File: config.mk
export PLATFORM = sky130hd
export DESIGN_NAME = imgrs_blend
export DESIGN_NICKNAME = d
export VERILOG_FILES = /design/src/hdl/imgrs_pkg.sv /design/src/hdl/imgrs_blend.sv
export SDC_FILE = /design/constraint.sdc
export NUM_CORES = 2
export LEC_CHECK = 0
export BUFFER_PORTS_ARGS = -buffer_cell sky130_fd_sc_hd__buf_4
export CAP_MARGIN = 20
export CORE_MARGIN = 5
export CORE_UTILIZATION = 55
export DETAILED_ROUTE_END_ITERATION = 8
export GPL_ROUTABILITY_DRIVEN = 0
export PLACE_DENSITY = 0.74
export SETUP_SLACK_MARGIN = 0.05
export SLEW_MARGIN = 20
export SYNTH_ARGS = -nofsm -noshare
export SYNTH_HDL_FRONTEND = slang
export SYNTH_SLANG_ARGS = --single-unit
File: constraint.sdc
create_clock -name clk -period 7.5 [get_ports clk]
set_clock_uncertainty 0.05 [all_clocks]
set_input_delay 0.375 -clock clk [delete_from_list [all_inputs] [get_ports clk]]
set_output_delay 0.375 -clock clk [all_outputs]
set_load 0.02 [all_outputs]
File: src/hdl/imgrs_pkg.sv
// ----------------------------------------------------------------------------
// imgrs_pkg
// Shared types and constants of the nearest / bilinear image resampler.
// ----------------------------------------------------------------------------
package imgrs_pkg;

  localparam int SAMPLE_W = 16;
  localparam int FRAC_W   = 16;
  localparam int POS_W    = 10;
  localparam int CHAN_W   = 2;
  localparam int STEP_W   = 24;
  localparam int SIZE_W   = 9;
  localparam int NCH_W    = 3;
  localparam int CFG_IDX_W  = 3;
  localparam int CFG_DATA_W = 24;
  localparam int IN_DATA_W  = 40;

  localparam logic FUNC_WRITE = 1'b0;
  localparam logic FUNC_READ  = 1'b1;

  typedef enum logic [CFG_IDX_W-1:0] {
    REG_SOURCE_WIDTH  = 3'd0,
    REG_SOURCE_HEIGHT = 3'd1,
    REG_CHANNEL_COUNT = 3'd2,
    REG_INTERP_MODE   = 3'd3,
    REG_STEP_X        = 3'd4,
    REG_STEP_Y        = 3'd5
  } cfg_reg_t;

  typedef enum logic [2:0] {
    ST_IDLE,
    ST_MAP,
    ST_CLAMP,
    ST_PICK,
    ST_FETCH,
    ST_DRAIN
  } state_t;

  typedef struct packed {
    logic       vld;
    logic [1:0] idx;
    logic       bilinear;
  } blend_ctl_t;

endpackage

File: src/hdl/imgrs_blend.sv
// ----------------------------------------------------------------------------
// imgrs_blend
// Weights the samples read from the store and sums them into one result:
// pass-through in nearest mode, four-tap bilinear blend with rounding.
// ----------------------------------------------------------------------------
module imgrs_blend
  import imgrs_pkg::*;
(
  input  logic                clk,
  input  logic                rst,
  input  blend_ctl_t          ctl,
  input  logic [SAMPLE_W-1:0] rdata,
  input  logic [FRAC_W-1:0]   frac_x,
  input  logic [FRAC_W-1:0]   frac_y,
  output logic                done,
  output logic [SAMPLE_W-1:0] value
);

  localparam int WT_W  = FRAC_W + 1;
  localparam int MP_W  = SAMPLE_W + WT_W;
  localparam int ROW_W = SAMPLE_W + FRAC_W;
  localparam int ACC_W = ROW_W + WT_W;

  logic [WT_W-1:0]  wx;
  logic [WT_W-1:0]  wy;
  logic [MP_W-1:0]  mul_p;
  logic             mul_vld;
  logic [1:0]       mul_idx;
  logic [MP_W-1:0]  row_part;
  logic [MP_W-1:0]  row_sum;
  logic [ROW_W-1:0] row_tot;
  logic             row_vld;
  logic             row_last;
  logic [ACC_W-1:0] acc_p;
  logic             accp_vld;
  logic             accp_last;
  logic [ACC_W-1:0] acc;
  logic [ACC_W-1:0] total;

  always_comb begin
    wx = ctl.idx[0] ? {1'b0, frac_x} : WT_W'(17'h10000 - {1'b0, frac_x});
    wy = row_last ? {1'b0, frac_y} : WT_W'(17'h10000 - {1'b0, frac_y});
    row_sum = row_part + mul_p;
    total = acc + acc_p + ACC_W'(33'h080000000);
  end

  always_ff @(posedge clk) begin
    if (rst) begin
      mul_vld  <= 1'b0;
      row_vld  <= 1'b0;
      accp_vld <= 1'b0;
    end else begin
      mul_vld  <= ctl.vld && ctl.bilinear;
      row_vld  <= mul_vld && mul_idx[0];
      accp_vld <= row_vld;
    end
  end

  always_ff @(posedge clk) begin
    mul_p   <= MP_W'(rdata) * MP_W'(wx);
    mul_idx <= ctl.idx;
    if (mul_vld && !mul_idx[0]) begin
      row_part <= mul_p;
    end
    if (mul_vld && mul_idx[0]) begin
      row_tot  <= row_sum[ROW_W-1:0];
      row_last <= mul_idx[1];
    end
    acc_p     <= ACC_W'(row_tot) * ACC_W'(wy);
    accp_last <= row_last;
    if (accp_vld && !accp_last) begin
      acc <= acc_p;
    end
  end

  always_comb begin
    done  = (ctl.vld && !ctl.bilinear) || (accp_vld && accp_last);
    value = rdata;
    if (accp_vld && accp_last) begin
      value = total[ACC_W-1] ? '1 : total[ACC_W-2 -: SAMPLE_W];
    end
  end

endmodule

==> qor.yml <==
final_layout:
  antennaDiodeCount: 0
  area_growth_syn_to_layout_pct: 11.6
  layout-drive-gt1-share: 0.105
  nets: 5127
routing:
  routed_wl_um: 82200
  drtIter0Drc: 1576
  via_count: 26400
  wl_per_cell_um: 16.7
  ant_nets: 0
  first_pass_iters: 5
  drcViolationCount: 0
  viasPerCell: 5.36
logic_synthesis:
  postSynthAreaPerCell_um2: 9.17
  synth_area_mm2: 0.0355
  synth.distinct_cells: 69
  async_flop_share: 0
  ys_seq_area_frac: 0.145
  yosys.area.top_type: "fa_1"
  synth-edff-count: 114
  synthTopCellsByArea: "fa_1, ha_1, edfxtp_1"
  synth_cells: 3873
  synth_top_area_frac: 0.370
  yosysWarnings: 0
  syn-num-nets: 4934
  synth_ff_type: "edfxtp_1"
  ys_seq_elements: 201
cts:
  cts_tree: "done"
  cts_made_buffers: 21
  cts-root-buf: "clkbuf_16"
  clk_path_buf_depth: 3
  clock_latency_ns: 0.51
  cts.sinks: 201
  clkSlewWorstSetupHoldPaths_ns: 0.07
  htreeDepth: 1
die:
  floorplan.initialDensity: 0.553
  die_h_um: 264
  io_pins: 71
  core.rowCount: 93
  die_w_um: 264
  die_area_mm2: 0.0697
  core_area_mm2: 0.0642
run:
  cap_violations: 0
timing:
  rsz0062_at_grt: "yes"
  fin_crit_ns: 7.23
  worst_hold_slack_ns: 0.0427
  slew_viol_final: 0
  slew_headroom: 0.407
  finalCritPeriodShare: 0.964
  setup_viol: 0
  report.final.hold_viol_count: 0
  max_freq_ghz: 0.138
  worst_pin_slew_ns: 0.884
global_route:
  grt_pass1_vias: 28000
  grtUsageTotal: 0.238
  grt_max_degree: 50
  grt_first_pass_wirelength_um: 138000
  gr-total-overflow: 0
  antenna_found_initial: 0
worst_setup_path:
  critPathSlowestCell: "or4_4"
  crit_fanout: 8
  cpPeakStageDelay_ns: 0.56
  start_kind: "input pin"
  crit_path_end_kind: "flip-flop"
  path_class: "input pin to flip-flop"
  cp.required_ns: 7.84
  arrival_ns: 7.57
  crit_top_cell: "fa_1"
place:
  io_buffers: 70
  hpwlAfterDp_um: 68700
run_status:
  status: "finished clean"
hold_path:
  hold_path.class: "input pin to flip-flop"
cells by family (layout without fill, tap and decap cells):
kind of cell             Yosys count  count (layout)  share of synthesized area
AO/OA/AOI/OAI                    356             356                     0.0656
XOR/XNOR                         146             146                     0.0362
adder cells (fa/ha/maj)         1007            1007                      0.494
buffers and inverters           1010            1218                      0.107
flip-flops                       201             201                      0.145
multiplexers                       4               4                    0.00123
AND/OR/NAND/NOR                 1149            1149                      0.151
cell usage after synthesis, types with 15 or more instances:
library cell	n
a31oi_1	24
dfxtp_1	87
nand4_1	16
fa_1	657
buf_1	18
nand2b_1	15
o21a_1	16
and2_1	270
nand3_1	25
xnor2_1	81
clkbuf_1	138
nand2_1	632
ha_1	350
xor2_1	64
edfxtp_1	114
inv_1	854
and3_1	15
a21oi_1	101
o21ai_0	58
nor2_1	94
nor2b_1	19
a21o_1	61
nor3_1	28
final timing paths:
| check | slack (ns) | cells after the start | from | end |
|---|---|---|---|---|
| hold / removal | 0.04 | 3 | ctl[3] | mul_vld |
| setup reg to reg | 0.37 | 27 | row_last | acc_p[47] |
| hold reg to reg | 0.39 | 0 | acc_p[2] | acc[2] |
| setup / recovery | 0.27 | 29 | frac_y[3] | acc_p[47] |
flip-flops by register name, summed over array words and instances, names as in the netlist:
signal and cells:
row_part 32, row_tot 32, row_vld 1, accp_vld 1, accp_last 1, mul_idx 2, row_last 1, mul_vld 1
acc_p 49, mul_p 32, acc 49
final cells by class:
class / count / area [um2]
multi-input cells: 2662 / 26800
flip-flops and latches: 201 / 5160
clock inverters: 15 / 176
fillers: 5395 / 24600
repair buffers: 326 / 2650
well taps: 855 / 1070
clock buffers: 23 / 543
inverters: 854 / 3210
what timing repair did:
item	CTS	global route
setup endpoints to repair	0	20
setup buffers	0	11
hold buffers	2	0
resized for setup	0	43
endpoints found under the hold margin	4	0
worst max-delay path, delay by kind of cell:
family                     cells  cell delay, ns
xor gates and xnor gates       2            0.38
adders and majority gates      7            3.21
AOI/OAI and AO/OA             10            1.82
and+or+nand+nor                4            1.06
buffers and inverters          6            0.73
metrics by stage:
| stage | std cells | worst slack, ns | setup TNS (ns) | utilization | cell area [um2] |
|---|---|---|---|---|---|
| final | 4936 | 0.269 | 0 | 0.617 | 39600 |
| after global routing | 4936 | -0.0198 | -0.0209 | 0.617 | 39600 |
| after detailed placement | 4885 | -0.412 | -2.65 | 0.601 | 38600 |
| after CTS | 4925 | 0.0510 | 0 | 0.613 | 39300 |
| after global placement | 4885 | -0.145 | -0.791 | 0.601 | 38600 |
| after floorplan | 3873 | 0.0176 | 0 | - | 35500 |
placed cells by master (no fill, tap or decap), types with 54 or more instances in the layout:
cell type and count:
ha_1 348, nand2_1 632, dfxtp_1 87, buf_4 302, o21ai_0 54, xnor2_1 79
and2_1 270, fa_1 653, nor2_1 89, a21o_1 61, a21oi_1 98, inv_1 854
edfxtp_1 114
routing by layer:
metal  routed length, um  GRT usage  part of all wire  up-vias
met5                   0          0                 0        -
met4                2990     0.0757             0.036        0
met1               32700      0.305              0.40    13300
met2               42500      0.430              0.52      771
met3                3980     0.0217             0.048      190
li1                    -          -                 -    12200
Power is left out: the tool's default activity adds up to more than one toggle a clock period on the data nets, which glitch-free logic cannot reach.
